--- src/sv/ppfm_pkg.sv ---
// ============================================================================
// ppfm_pkg - shared types and constants of the pulse period/frequency meter
// Field widths, stream packing, register indexes, state encodings and the
// display limit function used by the front end, back end and checker.
// ============================================================================
`default_nettype none

package ppfm_pkg;

    // parameter defaults
    localparam int COUNT_BITS_DEF  = 16;
    localparam int DIGIT_COUNT_DEF = 5;

    // fixed field widths
    localparam int RATE_W       = 27;
    localparam int MULT_W       = 3;
    localparam int VALUE_W      = 17;
    localparam int DIGIT_W      = 4;
    localparam int FIELD_DIGITS = 5;
    localparam int BCD_W        = FIELD_DIGITS * DIGIT_W;

    // stream and config port widths
    localparam int S_TDATA_W  = 8;
    localparam int M_TDATA_W  = 40;
    localparam int M_TUSER_W  = 2;
    localparam int CFG_ADDR_W = 1;
    localparam int CFG_DATA_W = RATE_W;

    // tuser bit positions
    localparam int TUSER_QTY = 0;
    localparam int TUSER_OVF = 1;

    // quantity codes
    localparam logic QTY_PERIOD = 1'b0;
    localparam logic QTY_FREQ   = 1'b1;

    // register indexes
    localparam logic [CFG_ADDR_W-1:0] CFG_TICK_RATE = 1'd0;
    localparam logic [CFG_ADDR_W-1:0] CFG_MULT      = 1'd1;

    // register reset values
    localparam logic [RATE_W-1:0] TICK_RATE_RESET = 27'd1000000;
    localparam logic [MULT_W-1:0] MULT_RESET      = 3'd2;

    // back end sequencing
    localparam int DIV_STEPS  = RATE_W;
    localparam int CONV_STEPS = VALUE_W;
    localparam int STEP_W     = $clog2(DIV_STEPS);

    // measurement queue
    localparam int QUEUE_DEPTH = 2;

    // front end phase
    typedef enum logic [1:0] {
        PH_WAIT_LOW  = 2'd0,
        PH_WAIT_RISE = 2'd1,
        PH_COUNT     = 2'd2
    } phase_t;

    // back end sequencer state
    typedef enum logic [2:0] {
        BK_IDLE = 3'd0,
        BK_MUL  = 3'd1,
        BK_DIV  = 3'd2,
        BK_CONV = 3'd3,
        BK_PUT  = 3'd4
    } back_state_t;

    // queue status toward producer and consumer
    typedef struct packed {
        logic full;
        logic empty;
    } q_status_t;

    // largest shown value: 10^min(digits, five) - 1
    function automatic int display_limit(input int digits);
        int lim;
        lim = 1;
        for (int i = 0; i < FIELD_DIGITS; i++) begin
            if (i < digits) begin
                lim = lim * 10;
            end
        end
        return lim - 1;
    endfunction

endpackage

`default_nettype wire

--- src/sv/ppfm_front.sv ---
// ============================================================================
// ppfm_front - edge detection and high-time counter
// Takes one tick per clock while the queue has room, tracks the pulse phase,
// counts high ticks with saturation and queues each finished measurement.
// ============================================================================
`default_nettype none

module ppfm_front #(
    parameter int COUNT_BITS = ppfm_pkg::COUNT_BITS_DEF
) (
    input  wire                             aclk,
    input  wire                             aresetn,
    input  wire                             s_tvalid,
    output logic                            s_tready,
    input  wire  [ppfm_pkg::S_TDATA_W-1:0]  s_tdata,   // [0] pulse_level
    input  ppfm_pkg::q_status_t             q_status,
    output logic                            q_push,
    output logic [COUNT_BITS:0]             q_wdata    // {saturated, count}
);

    ppfm_pkg::phase_t       phase_reg, phase_next;
    logic [COUNT_BITS-1:0]  count_reg;
    logic                   sat_reg;
    logic                   accept;
    logic                   level;
    logic                   cnt_start;
    logic                   cnt_inc;
    logic                   cnt_at_max;

    assign s_tready   = !q_status.full;
    assign accept     = s_tvalid && s_tready;
    assign level      = s_tdata[0];
    assign cnt_at_max = (count_reg == {COUNT_BITS{1'b1}});
    assign q_wdata    = {sat_reg, count_reg};

    // next phase
    always_comb begin
        phase_next = phase_reg;
        if (accept) begin
            unique case (phase_reg)
                ppfm_pkg::PH_WAIT_RISE: begin
                    if (level) phase_next = ppfm_pkg::PH_COUNT;
                end
                ppfm_pkg::PH_COUNT: begin
                    if (!level) phase_next = ppfm_pkg::PH_WAIT_RISE;
                end
                default: begin
                    // waiting for low, also the unused code
                    phase_next = level ? ppfm_pkg::PH_WAIT_LOW : ppfm_pkg::PH_WAIT_RISE;
                end
            endcase
        end
    end

    // phase outputs
    always_comb begin
        cnt_start = 1'b0;
        cnt_inc   = 1'b0;
        q_push    = 1'b0;
        if (accept) begin
            unique case (phase_reg)
                ppfm_pkg::PH_WAIT_RISE: begin
                    cnt_start = level;
                end
                ppfm_pkg::PH_COUNT: begin
                    cnt_inc = level;
                    q_push  = !level;
                end
                default: begin
                end
            endcase
        end
    end

    // phase, counter and saturation flag
    always_ff @(posedge aclk) begin
        if (!aresetn) begin
            phase_reg <= ppfm_pkg::PH_WAIT_LOW;
            count_reg <= '0;
            sat_reg   <= 1'b0;
        end else begin
            phase_reg <= phase_next;
            if (cnt_start) begin
                count_reg <= COUNT_BITS'(1);
                sat_reg   <= 1'b0;
            end else if (cnt_inc) begin
                if (cnt_at_max) sat_reg <= 1'b1;
                else count_reg <= count_reg + COUNT_BITS'(1);
            end else if (q_push) begin
                count_reg <= '0;
                sat_reg   <= 1'b0;
            end
        end
    end

endmodule

`default_nettype wire

--- src/sv/ppfm_queue.sv ---
// ============================================================================
// ppfm_queue - short measurement queue
// Small FIFO between front and back end so that each side stalls on its own.
// ============================================================================
`default_nettype none

module ppfm_queue #(
    parameter int DATA_W = ppfm_pkg::COUNT_BITS_DEF + 1,
    parameter int DEPTH  = ppfm_pkg::QUEUE_DEPTH
) (
    input  wire                 aclk,
    input  wire                 aresetn,
    input  wire                 push,
    input  wire  [DATA_W-1:0]   wdata,
    input  wire                 pop,
    output logic [DATA_W-1:0]   rdata,
    output ppfm_pkg::q_status_t status
);

    localparam int PTR_W = $clog2(DEPTH);
    localparam int CNT_W = $clog2(DEPTH + 1);

    logic [DATA_W-1:0] mem_reg [DEPTH];
    logic [PTR_W-1:0]  wr_ptr_reg;
    logic [PTR_W-1:0]  rd_ptr_reg;
    logic [CNT_W-1:0]  fill_reg;
    logic              do_push;
    logic              do_pop;

    assign status.full  = (fill_reg == CNT_W'(DEPTH));
    assign status.empty = (fill_reg == '0);
    assign do_push      = push && !status.full;
    assign do_pop       = pop && !status.empty;
    assign rdata        = mem_reg[rd_ptr_reg];

    // storage
    always_ff @(posedge aclk) begin
        if (do_push) mem_reg[wr_ptr_reg] <= wdata;
    end

    // pointers and fill level
    always_ff @(posedge aclk) begin
        if (!aresetn) begin
            wr_ptr_reg <= '0;
            rd_ptr_reg <= '0;
            fill_reg   <= '0;
        end else begin
            if (do_push) begin
                wr_ptr_reg <= (wr_ptr_reg == PTR_W'(DEPTH - 1)) ? '0
                                                               : wr_ptr_reg + PTR_W'(1);
            end
            if (do_pop) begin
                rd_ptr_reg <= (rd_ptr_reg == PTR_W'(DEPTH - 1)) ? '0
                                                               : rd_ptr_reg + PTR_W'(1);
            end
            if (do_push && !do_pop) fill_reg <= fill_reg + CNT_W'(1);
            else if (do_pop && !do_push) fill_reg <= fill_reg - CNT_W'(1);
        end
    end

endmodule

`default_nettype wire

--- src/sv/ppfm_back.sv ---
// ============================================================================
// ppfm_back - period, frequency and decimal conversion
// Sequencer that multiplies the count into a period, divides the tick rate
// by it one quotient bit a cycle, converts both values to decimal one bit a
// cycle and hands them to the output register.
// ============================================================================
`default_nettype none

module ppfm_back #(
    parameter int COUNT_BITS  = ppfm_pkg::COUNT_BITS_DEF,
    parameter int DIGIT_COUNT = ppfm_pkg::DIGIT_COUNT_DEF
) (
    input  wire                             aclk,
    input  wire                             aresetn,
    input  wire  [ppfm_pkg::RATE_W-1:0]     tick_rate,
    input  wire  [ppfm_pkg::MULT_W-1:0]     mult,
    input  ppfm_pkg::q_status_t             q_status,
    input  wire  [COUNT_BITS:0]             q_rdata,   // {saturated, count}
    output logic                            q_pop,
    output logic                            m_tvalid,
    input  wire                             m_tready,
    // [16:0] shown_value, [20:17] digit_ten_thousands, [24:21] digit_thousands,
    // [28:25] digit_hundreds, [32:29] digit_tens, [36:33] digit_units
    output logic [ppfm_pkg::M_TDATA_W-1:0]  m_tdata,
    output logic [ppfm_pkg::M_TUSER_W-1:0]  m_tuser,   // [0] quantity, [1] overflow
    output logic                            m_tlast    // last_of_run
);

    localparam int RATE_W  = ppfm_pkg::RATE_W;
    localparam int VALUE_W = ppfm_pkg::VALUE_W;
    localparam int BCD_W   = ppfm_pkg::BCD_W;
    localparam int DIGIT_W = ppfm_pkg::DIGIT_W;
    localparam int STEP_W  = ppfm_pkg::STEP_W;
    localparam int PROD_W  = COUNT_BITS + ppfm_pkg::MULT_W;
    localparam int DIVD_W  = RATE_W + 1;
    localparam int CMP_W   = (PROD_W > DIVD_W) ? PROD_W : DIVD_W;
    localparam int PAD_W   = ppfm_pkg::M_TDATA_W - VALUE_W - BCD_W;
    localparam logic [VALUE_W-1:0] LIMIT = VALUE_W'(ppfm_pkg::display_limit(DIGIT_COUNT));

    ppfm_pkg::back_state_t  state_reg, state_next;
    logic [COUNT_BITS-1:0]  count_reg;
    logic                   csat_reg;
    logic [PROD_W-1:0]      period_reg;
    logic [RATE_W-1:0]      rem_reg;
    logic [RATE_W-1:0]      dq_reg;       // dividend in, quotient out
    logic [STEP_W-1:0]      step_reg;
    logic [VALUE_W-1:0]     val_reg;
    logic [VALUE_W-1:0]     bin_reg;
    logic [BCD_W-1:0]       bcd_reg;
    logic                   ovf_reg;
    logic                   sel_reg;
    logic                   m_tvalid_reg;

    logic [PROD_W-1:0]      product;
    logic [DIVD_W-1:0]      rem_sh;
    logic [CMP_W-1:0]       rem_ext;
    logic [CMP_W-1:0]       per_ext;
    logic [CMP_W-1:0]       diff;
    logic                   ge;
    logic                   period_sat;
    logic [VALUE_W-1:0]     period_val;
    logic                   freq_sat;
    logic [VALUE_W-1:0]     freq_val;
    logic [BCD_W-1:0]       bcd_adj;
    logic [BCD_W-1:0]       bcd_shift;
    logic [VALUE_W-1:0]     bin_shift;
    logic                   out_free;
    logic                   load_out;
    logic                   div_last;
    logic                   conv_last;

    assign m_tvalid = m_tvalid_reg;
    assign out_free = !m_tvalid_reg || m_tready;

    // period product
    assign product = PROD_W'(count_reg) * PROD_W'(mult);

    // restoring divide step
    assign rem_sh  = {rem_reg, dq_reg[RATE_W-1]};
    assign rem_ext = CMP_W'(rem_sh);
    assign per_ext = CMP_W'(period_reg);
    assign diff    = rem_ext - per_ext;
    assign ge      = (rem_ext >= per_ext);

    // display saturation
    assign period_sat = (per_ext > CMP_W'(LIMIT));
    assign period_val = period_sat ? LIMIT : VALUE_W'(period_reg);
    assign freq_sat   = (period_reg == '0) || (CMP_W'(dq_reg) > CMP_W'(LIMIT));
    assign freq_val   = freq_sat ? LIMIT : VALUE_W'(dq_reg);

    // shift-and-add-3 conversion step
    always_comb begin
        for (int i = 0; i < ppfm_pkg::FIELD_DIGITS; i++) begin
            bcd_adj[i*DIGIT_W +: DIGIT_W] =
                (bcd_reg[i*DIGIT_W +: DIGIT_W] >= DIGIT_W'(5)) ?
                bcd_reg[i*DIGIT_W +: DIGIT_W] + DIGIT_W'(3) :
                bcd_reg[i*DIGIT_W +: DIGIT_W];
        end
    end
    assign {bcd_shift, bin_shift} = {bcd_adj[BCD_W-2:0], bin_reg, 1'b0};

    assign div_last  = (step_reg == STEP_W'(ppfm_pkg::DIV_STEPS - 1));
    assign conv_last = (step_reg == STEP_W'(ppfm_pkg::CONV_STEPS - 1));

    // next state
    always_comb begin
        state_next = state_reg;
        unique case (state_reg)
            ppfm_pkg::BK_IDLE: if (!q_status.empty) state_next = ppfm_pkg::BK_MUL;
            ppfm_pkg::BK_MUL:  state_next = ppfm_pkg::BK_DIV;
            ppfm_pkg::BK_DIV:  if (div_last) state_next = ppfm_pkg::BK_CONV;
            ppfm_pkg::BK_CONV: if (conv_last) state_next = ppfm_pkg::BK_PUT;
            ppfm_pkg::BK_PUT: begin
                if (out_free) begin
                    state_next = (sel_reg == ppfm_pkg::QTY_PERIOD) ? ppfm_pkg::BK_CONV
                                                                   : ppfm_pkg::BK_IDLE;
                end
            end
            default: state_next = ppfm_pkg::BK_IDLE;
        endcase
    end

    // state outputs
    always_comb begin
        q_pop    = 1'b0;
        load_out = 1'b0;
        unique case (state_reg)
            ppfm_pkg::BK_IDLE: q_pop    = !q_status.empty;
            ppfm_pkg::BK_PUT:  load_out = out_free;
            default: begin
            end
        endcase
    end

    // control state
    always_ff @(posedge aclk) begin
        if (!aresetn) begin
            state_reg    <= ppfm_pkg::BK_IDLE;
            step_reg     <= '0;
            m_tvalid_reg <= 1'b0;
        end else begin
            state_reg <= state_next;
            if (state_reg == ppfm_pkg::BK_MUL) step_reg <= '0;
            else if (state_reg == ppfm_pkg::BK_DIV) step_reg <= div_last ? '0 : step_reg + STEP_W'(1);
            else if (state_reg == ppfm_pkg::BK_CONV) step_reg <= conv_last ? '0 : step_reg + STEP_W'(1);
            if (load_out) m_tvalid_reg <= 1'b1;
            else if (m_tready) m_tvalid_reg <= 1'b0;
        end
    end

    // datapath
    always_ff @(posedge aclk) begin
        unique case (state_reg)
            ppfm_pkg::BK_IDLE: begin
                if (q_pop) {csat_reg, count_reg} <= q_rdata;
            end
            ppfm_pkg::BK_MUL: begin
                period_reg <= product;
                rem_reg    <= '0;
                dq_reg     <= tick_rate;
            end
            ppfm_pkg::BK_DIV: begin
                rem_reg <= ge ? diff[RATE_W-1:0] : rem_sh[RATE_W-1:0];
                dq_reg  <= {dq_reg[RATE_W-2:0], ge};
                if (div_last) begin
                    val_reg <= period_val;
                    bin_reg <= period_val;
                    bcd_reg <= '0;
                    ovf_reg <= period_sat || csat_reg;
                    sel_reg <= ppfm_pkg::QTY_PERIOD;
                end
            end
            ppfm_pkg::BK_CONV: begin
                bcd_reg <= bcd_shift;
                bin_reg <= bin_shift;
            end
            ppfm_pkg::BK_PUT: begin
                if (out_free && sel_reg == ppfm_pkg::QTY_PERIOD) begin
                    val_reg <= freq_val;
                    bin_reg <= freq_val;
                    bcd_reg <= '0;
                    ovf_reg <= freq_sat || csat_reg;
                    sel_reg <= ppfm_pkg::QTY_FREQ;
                end
            end
            default: begin
            end
        endcase
    end

    // output register
    always_ff @(posedge aclk) begin
        if (load_out) begin
            m_tdata <= {{PAD_W{1'b0}},
                        bcd_reg[3:0], bcd_reg[7:4], bcd_reg[11:8],
                        bcd_reg[15:12], bcd_reg[19:16], val_reg};
            m_tuser[ppfm_pkg::TUSER_QTY] <= sel_reg;
            m_tuser[ppfm_pkg::TUSER_OVF] <= ovf_reg;
            m_tlast <= (sel_reg == ppfm_pkg::QTY_FREQ);
        end
    end

endmodule

`default_nettype wire

--- src/sv/pulse_period_frequency_meter_unit.sv ---
// ============================================================================
// pulse_period_frequency_meter_unit - gated timer pulse period/frequency meter
// Each input item is one timer tick carrying the sampled pulse level; the
// front end takes one tick every clock while its two-entry measurement queue
// has room. It waits for a low level, then a rising edge, counts high ticks
// (saturating) and on the falling edge queues the count. The back end works
// one measurement at a time: a multiply, a bit-serial divide of the tick
// rate by the period, then decimal conversion and a hand-off for each of
// the two results. The period result comes first, the frequency result
// second with tlast set. Ticks keep flowing as long as the back end keeps
// up with the measurements on average; otherwise s_tready drops once the
// queue is full. Configuration writes must be made only while no measurement
// is in flight.
// ============================================================================
`default_nettype none

module pulse_period_frequency_meter_unit #(
    parameter int COUNT_BITS  = ppfm_pkg::COUNT_BITS_DEF,
    parameter int DIGIT_COUNT = ppfm_pkg::DIGIT_COUNT_DEF
) (
    input  wire                              aclk,
    input  wire                              aresetn,
    input  wire                              s_tvalid,
    output logic                             s_tready,
    input  wire  [ppfm_pkg::S_TDATA_W-1:0]   s_tdata,   // [0] pulse_level
    output logic                             m_tvalid,
    input  wire                              m_tready,
    // [16:0] shown_value, [20:17] digit_ten_thousands, [24:21] digit_thousands,
    // [28:25] digit_hundreds, [32:29] digit_tens, [36:33] digit_units
    output logic [ppfm_pkg::M_TDATA_W-1:0]   m_tdata,
    output logic [ppfm_pkg::M_TUSER_W-1:0]   m_tuser,   // [0] quantity, [1] overflow
    output logic                             m_tlast,   // last_of_run
    input  wire                              cfg_we,
    input  wire  [ppfm_pkg::CFG_ADDR_W-1:0]  cfg_addr,
    input  wire  [ppfm_pkg::CFG_DATA_W-1:0]  cfg_wdata
);

    logic [ppfm_pkg::RATE_W-1:0] tick_rate_reg;
    logic [ppfm_pkg::MULT_W-1:0] mult_reg;
    ppfm_pkg::q_status_t         q_status;
    logic                        q_push;
    logic                        q_pop;
    logic [COUNT_BITS:0]         q_wdata;
    logic [COUNT_BITS:0]         q_rdata;

    // configuration registers
    always_ff @(posedge aclk) begin
        if (!aresetn) begin
            tick_rate_reg <= ppfm_pkg::TICK_RATE_RESET;
            mult_reg      <= ppfm_pkg::MULT_RESET;
        end else if (cfg_we) begin
            unique case (cfg_addr)
                ppfm_pkg::CFG_TICK_RATE: tick_rate_reg <= cfg_wdata[ppfm_pkg::RATE_W-1:0];
                ppfm_pkg::CFG_MULT:      mult_reg      <= cfg_wdata[ppfm_pkg::MULT_W-1:0];
                default: begin
                end
            endcase
        end
    end

    ppfm_front #(
        .COUNT_BITS (COUNT_BITS)
    ) u_front (
        .aclk     (aclk),
        .aresetn  (aresetn),
        .s_tvalid (s_tvalid),
        .s_tready (s_tready),
        .s_tdata  (s_tdata),
        .q_status (q_status),
        .q_push   (q_push),
        .q_wdata  (q_wdata)
    );

    ppfm_queue #(
        .DATA_W (COUNT_BITS + 1),
        .DEPTH  (ppfm_pkg::QUEUE_DEPTH)
    ) u_queue (
        .aclk    (aclk),
        .aresetn (aresetn),
        .push    (q_push),
        .wdata   (q_wdata),
        .pop     (q_pop),
        .rdata   (q_rdata),
        .status  (q_status)
    );

    ppfm_back #(
        .COUNT_BITS  (COUNT_BITS),
        .DIGIT_COUNT (DIGIT_COUNT)
    ) u_back (
        .aclk      (aclk),
        .aresetn   (aresetn),
        .tick_rate (tick_rate_reg),
        .mult      (mult_reg),
        .q_status  (q_status),
        .q_rdata   (q_rdata),
        .q_pop     (q_pop),
        .m_tvalid  (m_tvalid),
        .m_tready  (m_tready),
        .m_tdata   (m_tdata),
        .m_tuser   (m_tuser),
        .m_tlast   (m_tlast)
    );

endmodule

`default_nettype wire

--- config.mk ---
export PLATFORM = sky130hd
export DESIGN_NAME = pulse_period_frequency_meter_unit
export DESIGN_NICKNAME = d
export VERILOG_FILES = /design/src/sv/ppfm_pkg.sv /design/src/sv/ppfm_front.sv /design/src/sv/ppfm_queue.sv /design/src/sv/ppfm_back.sv /design/src/sv/pulse_period_frequency_meter_unit.sv
export SDC_FILE = /design/constraint.sdc
export NUM_CORES = 1
export LEC_CHECK = 0
export BUFFER_PORTS_ARGS = -buffer_cell sky130_fd_sc_hd__clkbuf_2
export CAP_MARGIN = 15
export CORE_MARGIN = 5
export CORE_UTILIZATION = 43
export DETAILED_ROUTE_END_ITERATION = 12
export GPL_TIMING_DRIVEN = 0
export HOLD_SLACK_MARGIN = 0.15
export MAX_ROUTING_LAYER = met4
export RECOVER_POWER = 50
export SETUP_SLACK_MARGIN = 0.02
export SYNTH_ARGS = -nofsm -noshare
export SYNTH_HDL_FRONTEND = slang
export SYNTH_SLANG_ARGS = --single-unit
--- constraint.sdc ---
create_clock -name aclk -period 3.7 [get_ports aclk]
set_input_delay 0.37 -clock aclk [delete_from_list [all_inputs] [get_ports aclk]]
set_output_delay 0.37 -clock aclk [all_outputs]
set_load 0.05 [all_outputs]
### Yosys cells after proc, flatten, opt, wreduce, memory -nomap -nowiden

Memory sizes are Yosys's and may differ from the RTL's. A register that Yosys moved wholly into a read port is not among the register bits.
Cells that the tools add are included.

| cells by class | value |
|---|---|
| add/subtract/negate cells | 12 |
| multipliers | 1 |
| div/mod/pow operators | 0 |
| magnitude comparators | 8 |
| eq/ne operators | 20 |
| shift-type cells | 0 |
| multiplexer cells | 60 |
| bitwise operators | 3 |
| reductions and logical operators | 39 |

Operator list:

| cell | count |
|---|---|
| $pmux W27 S2 | 2 |
| $mux W17 | 4 |
| $pmux W20 S3 | 1 |
| $pmux W17 S3 | 1 |
| $mux W16 | 3 |
| $mux W20 | 2 |
| $pmux W17 S2 | 1 |
| $ge A28 B19 Y1 | 1 |
| $gt A27 B17 Y1 const B | 1 |
| $mux W27 | 1 |
| $sub A27 B19 Y27 | 1 |
| $mux W1 | 23 |
| $ge A4 B3 Y1 const B | 5 |
| $mux W5 | 4 |
| $gt A19 B17 Y1 const B | 1 |
| $logic_not A19 Y1 | 1 |
| $mul A16 B3 Y19 | 1 |
| $add A16 B1 Y16 const B | 1 |
| $add A4 B2 Y4 const B | 4 |
| $eq A16 B16 Y1 const B | 1 |
| $mux W4 | 4 |
| $mux W3 | 5 |
| $pmux W3 S5 | 1 |
| $reduce_and A2 Y1 | 6 |
| other kinds (28) | 68 |

| word-level totals | value |
|---|---|
| register bits | 231 |
| latch bits | 0 |
| bits in writable memories | 34 |
| bits in read-only memories | 0 |
| bits of input ports | 41 |
| output and inout bits | 45 |
| logic and storage cells | 167 |
| memories kept | 1 |

Memories:

| name | words | bits a word | read ports | clocked after Yosys merged registers in | write ports | RTL line | text |
|---|---|---|---|---|---|---|---|
| u_queue.mem_reg | 2 | 17 | 1 | 1 | 1 | ppfm_queue.sv:23 | `logic [DATA_W-1:0] mem_reg [DEPTH];` |

### Logic depth before layout (Yosys ltp)

| depth | value |
|---|---|
| depth in word-level cells | 9 |
| depth in mapped cells | 13 |
| depth with buffers taken out | 12 |

### Hierarchy

Synthesis repeated with hierarchy kept, for this count alone.

| second synthesis, totals | value |
|---|---|
| cell total of the unflattened synthesis | 1357 |
| area total of the unflattened synthesis | 14325.0 µm² |

Modules (own cells, without submodules):

| module | instances | cells each | area each (µm²) |
|---|---|---|---|
| ppfm_back | 1 | 1004 | 10477.5 |
| ppfm_queue | 1 | 78 | 1458.9 |
| pulse_period_frequency_meter_unit | 1 | 130 | 1223.7 |
| ppfm_front | 1 | 145 | 1164.9 |

### Worst setup path after synthesis

Ideal clock, no wire load.

| path | value |
|---|---|
| kind | reg-to-reg |
| start point | reg mult_reg[2] (netlist bit) |
| end point | reg u_back.period_reg[18], data pin |
| data arrival time | 3.301 ns |
| required time | 3.444 ns |
| setup slack | 0.144 ns |
| stages on the path, launching flop included | 14 |
| buffers on the path | 2 |
| path through | dfxtp_1 > clkbuf_1 > clkbuf_1 > nand2_1 > fa_1 > inv_1 > ha_1 > nor2b_1 > o31a_1 > o211ai_1 > nand2_1 > a2111oi_0 > o31ai_1 > a31o_2 |

| on the way | value |
|---|---|
| cells in the longest elaborated chain, start to end | 1 |

Ends and longest elaborated chain:

| item | RTL line | text |
|---|---|---|
| start, declared | pulse_period_frequency_meter_unit.sv:39 | `logic [ppfm_pkg::MULT_W-1:0] mult_reg;` |
| start signal, assigned | pulse_period_frequency_meter_unit.sv:50 | `mult_reg <= ppfm_pkg::MULT_RESET;` |
| start signal, assigned | pulse_period_frequency_meter_unit.sv:54 | `ppfm_pkg::CFG_MULT: mult_reg <= cfg_wdata[ppfm_pkg::MULT_W-1:0];` |
| $mul A16 B3 Y19 | ppfm_back.sv:76 | `assign product = PROD_W'(count_reg) * PROD_W'(mult);` |
| named net u_back.product[18] | ppfm_back.sv:54 | `logic [PROD_W-1:0] product;` |
| end signal, assigned | ppfm_back.sv:158 | `period_reg <= product;` |
| end, declared | ppfm_back.sv:43 | `logic [PROD_W-1:0] period_reg;` |

The timed path passes the listed nets, and every way through them passes these cells.
A chain may end at the register's enable or synchronous reset.

### Worst setup path in the final report

Same ends and word-level chain as after synthesis.

==> results.yml <==
detailed_routing:
  firstDrtPassIters: 6
  drc: 0
  drt_iter0_markers: 765
  wl_per_cell_um: 16.73
  ant_nets: 0
  wirelength_um: 33020
  vias: 10246
  vias_per_cell: 5.193
global_routing:
  antenna_found_initial: 0
  grtUsageTotal_pct: 18.40
  grt_pass1_vias: 9763
  grt_overflow: 0
  grt_max_degree: 33
  grt_pass1_wl_um: 52380
floorplan:
  die_h_um: 191.6
  fp.dieArea_mm2: 0.03670
  io_pins: 86
  num_rows: 66
  initial_utilization_pct: 43.57
  core_area_mm2: 0.03254
  die_width_um: 191.6
setup_path:
  end_kind: "register"
  crit_arrival_ns: 3.76
  path_cells: "clkbuf_4, nand2_1, fa_1, inv_1, ha_1, nor2b_1, o31a_1, o211ai_1, nand2_1, a2111oi_4, o31ai_1, a31o_2"
  worst-setup-path-type: "reg -> reg"
  path_max_fanout: 10
  worst_setup_path_start_kind: "register"
  critPathSlowestCell: "fa_1"
  required_ns: 4.02
  crit_top_cell: "nand2_1"
  slowest_delay_ns: 0.53
  reg2reg_depth: 12
clocking:
  cts_max_level: 1
  clkLatencyLatePin_ns: 0.57
  clkTransAtPathRegs_ns: 0.06
  clockBufferDepth: 3
  cts_tree: "built"
  numCtsBuffers: 31
  cts-root-buf: "clkbuf_16"
  clkSinkCount: 281
placement:
  io_buffer_count: 75
  place_hpwl_um: 24260
  gp_congestion: 0.9215
logic_synthesis:
  synth_top_area_share_pct: 46.39
  synth_top_area_cell: "edfxtp_1"
  synth.top_cells.by_count: "nand2_1, edfxtp_1, nor2_1, inv_1, a21oi_1"
  synth_area_mm2: 0.01418
  ys_types: 65
  yosysMostFrequentCell: "nand2_1"
  yosysWarnings: 0
  avgSynthCellArea_um2: 10.39
  seq_area_frac_synth_pct: 55.14
  synth-async-reset-ratio_pct: 0
  ys.flop_type: "edfxtp_1"
  synth_cells: 1365
  ys_seq_elements: 281
  synth_edf_count: 219
  ys_top_cells_by_area: "edfxtp_1, dfxtp_1, nand2_1"
timing:
  rsz0062_at_grt: "no"
  slew_viol_final: 0
  fin_crit_ns: 3.440
  fin_skew_ns: 0.02216
  hold_viol_final: 0
  slew_headroom_pct: 35.92
  fmax_mhz: 290.7
  fin_crit_sh_pct: 92.98
  setup_viol: 0
  worst_slew_pin_slew_ns: 0.9491
power_and_ir_drop:
  worst_ir_drop_vdd_v: 0.0004715
  power.density_mw_per_mm2: 691.2
  p_leak_nw: 6.265
  fin_total_pwr_mw: 11.41
finish:
  multiInputGateArea_mm2: 0.005831
  antennaDiodeCount: 0
  area_growth_pct: 16.44
  seq_area_mm2: 0.007826
  drive_above_1_share_pct: 8.361
  largest_reg_flops: 37
  final_util_pct: 50.74
  fin_nets: 1619
  fillers: 3050
hold_path:
  min_delay_path_depth: 2
  min_path_type: "in -> reg"
job:
  cap_viol_max_count: 0
status:
  outcome: "completed"
[per-layer routing]
metal / vias to the layer above / wire (um) / GRT usage (%) / share of wire, %
met1: 4799 / 15900 / 26.67 / 48
met2: 291 / 14470 / 27.79 / 44
met4: 0 / 740 / 4.254 / 2.2
met5: - / 0 / - / 0
li1: 5106 / - / - / -
met3: 50 / 1907 / 2.526 / 5.8
[final timing paths]
check,startpoint,to,slack [ns]
min reg2reg,u_back.val_reg[3]$_DFFE_PP_,u_back.m_tdata[3]$_DFFE_PP_,0.42
max,mult_reg[2]$_SDFFE_PN0P_,u_back.period_reg[18]$_DFFE_PP_,0.26
max reg2reg,mult_reg[2]$_SDFFE_PN0P_,u_back.period_reg[18]$_DFFE_PP_,0.26
min,aresetn,tick_rate_reg[15]$_SDFFE_PN0P_,0.22
[power breakdown]
group	switching, mW	total, mW	internal (mW)
Combinational	2.27	3.58	1.30
Clock	1.22	3.01	1.78
Sequential	0.500	4.83	4.33
[per-stage QoR]
step / hold slack [ns] / std cells / TNS [ns] / setup slack (ns) / area [um2]
after floorplan: 0.4003 / 1367 / 0 / 0.1436 / 14180
after detailed placement: 0.4054 / 1889 / -2.139 / -0.6220 / 15230
after global placement: 0.4050 / 1884 / -121.26 / -1.141 / 15110
after CTS: 0.1844 / 1973 / 0 / 0.07179 / 16540
final: 0.2186 / 1973 / 0 / 0.2596 / 16510
after global routing: 0.2132 / 1973 / 0 / 0.03022 / 16510
[cell usage in the layout (no fill, tap or decap), drive strengths merged, types with 15 or more instances in the layout]
cell | netlist | final
dlygate4sd3 | 0 | 31
fa | 16 | 16
edfxtp | 219 | 219
a21boi | 27 | 27
dfxtp | 62 | 62
xnor2 | 32 | 32
buf | 15 | 19
mux2 | 18 | 18
ha | 54 | 54
inv | 84 | 85
clkbuf | 43 | 160
xor2 | 18 | 18
a21oi | 72 | 72
a211oi | 15 | 15
and2 | 22 | 22
nand3 | 36 | 36
nor2 | 97 | 97
o21ai | 37 | 37
nor3 | 30 | 30
nand2 | 282 | 282
[cells by family after synthesis]
logic type	after synthesis	synth area share (%)
mux	22	1.712
simple gates	553	17.36
compound gates	245	11.53
flops	281	55.14
fa+ha+maj	70	7.025
buf+inv	143	4.121
other cells	1	0.02645
xor+xnor	50	3.089
[area by class of cell]
class,instances,share of cell area (%)
sequential,281,47.41
multi-input combinational,943,35.32
tap,442,3.350
buffer,55,1.607
inverter,85,1.933
clock inverter,12,0.7731
clock buffer,44,5.305
timing repair buffer,111,4.305
[worst max-delay path, delay by kind of cell (launching register included)]
| family | cells | cell delay [ns] |
|---|---|---|
| fa+ha+maj | 2 | 0.86 |
| simple gates | 3 | 0.40 |
| buf+inv | 2 | 0.26 |
| compound gates | 5 | 1.25 |
| flops | 1 | 0.40 |
[repair_timing]
| item | in CTS | in global routing |
|---|---|---|
| hold buffers | 31 | 0 |
| endpoints found under the hold margin | 31 | 0 |
| gates resized for setup | 8 | 11 |
| setup buffers | 0 | 0 |
| gates cloned | 0 | 0 |
| setup endpoints to repair | 6 | 36 |
Note: power is estimated with default switching activity, not from simulation.
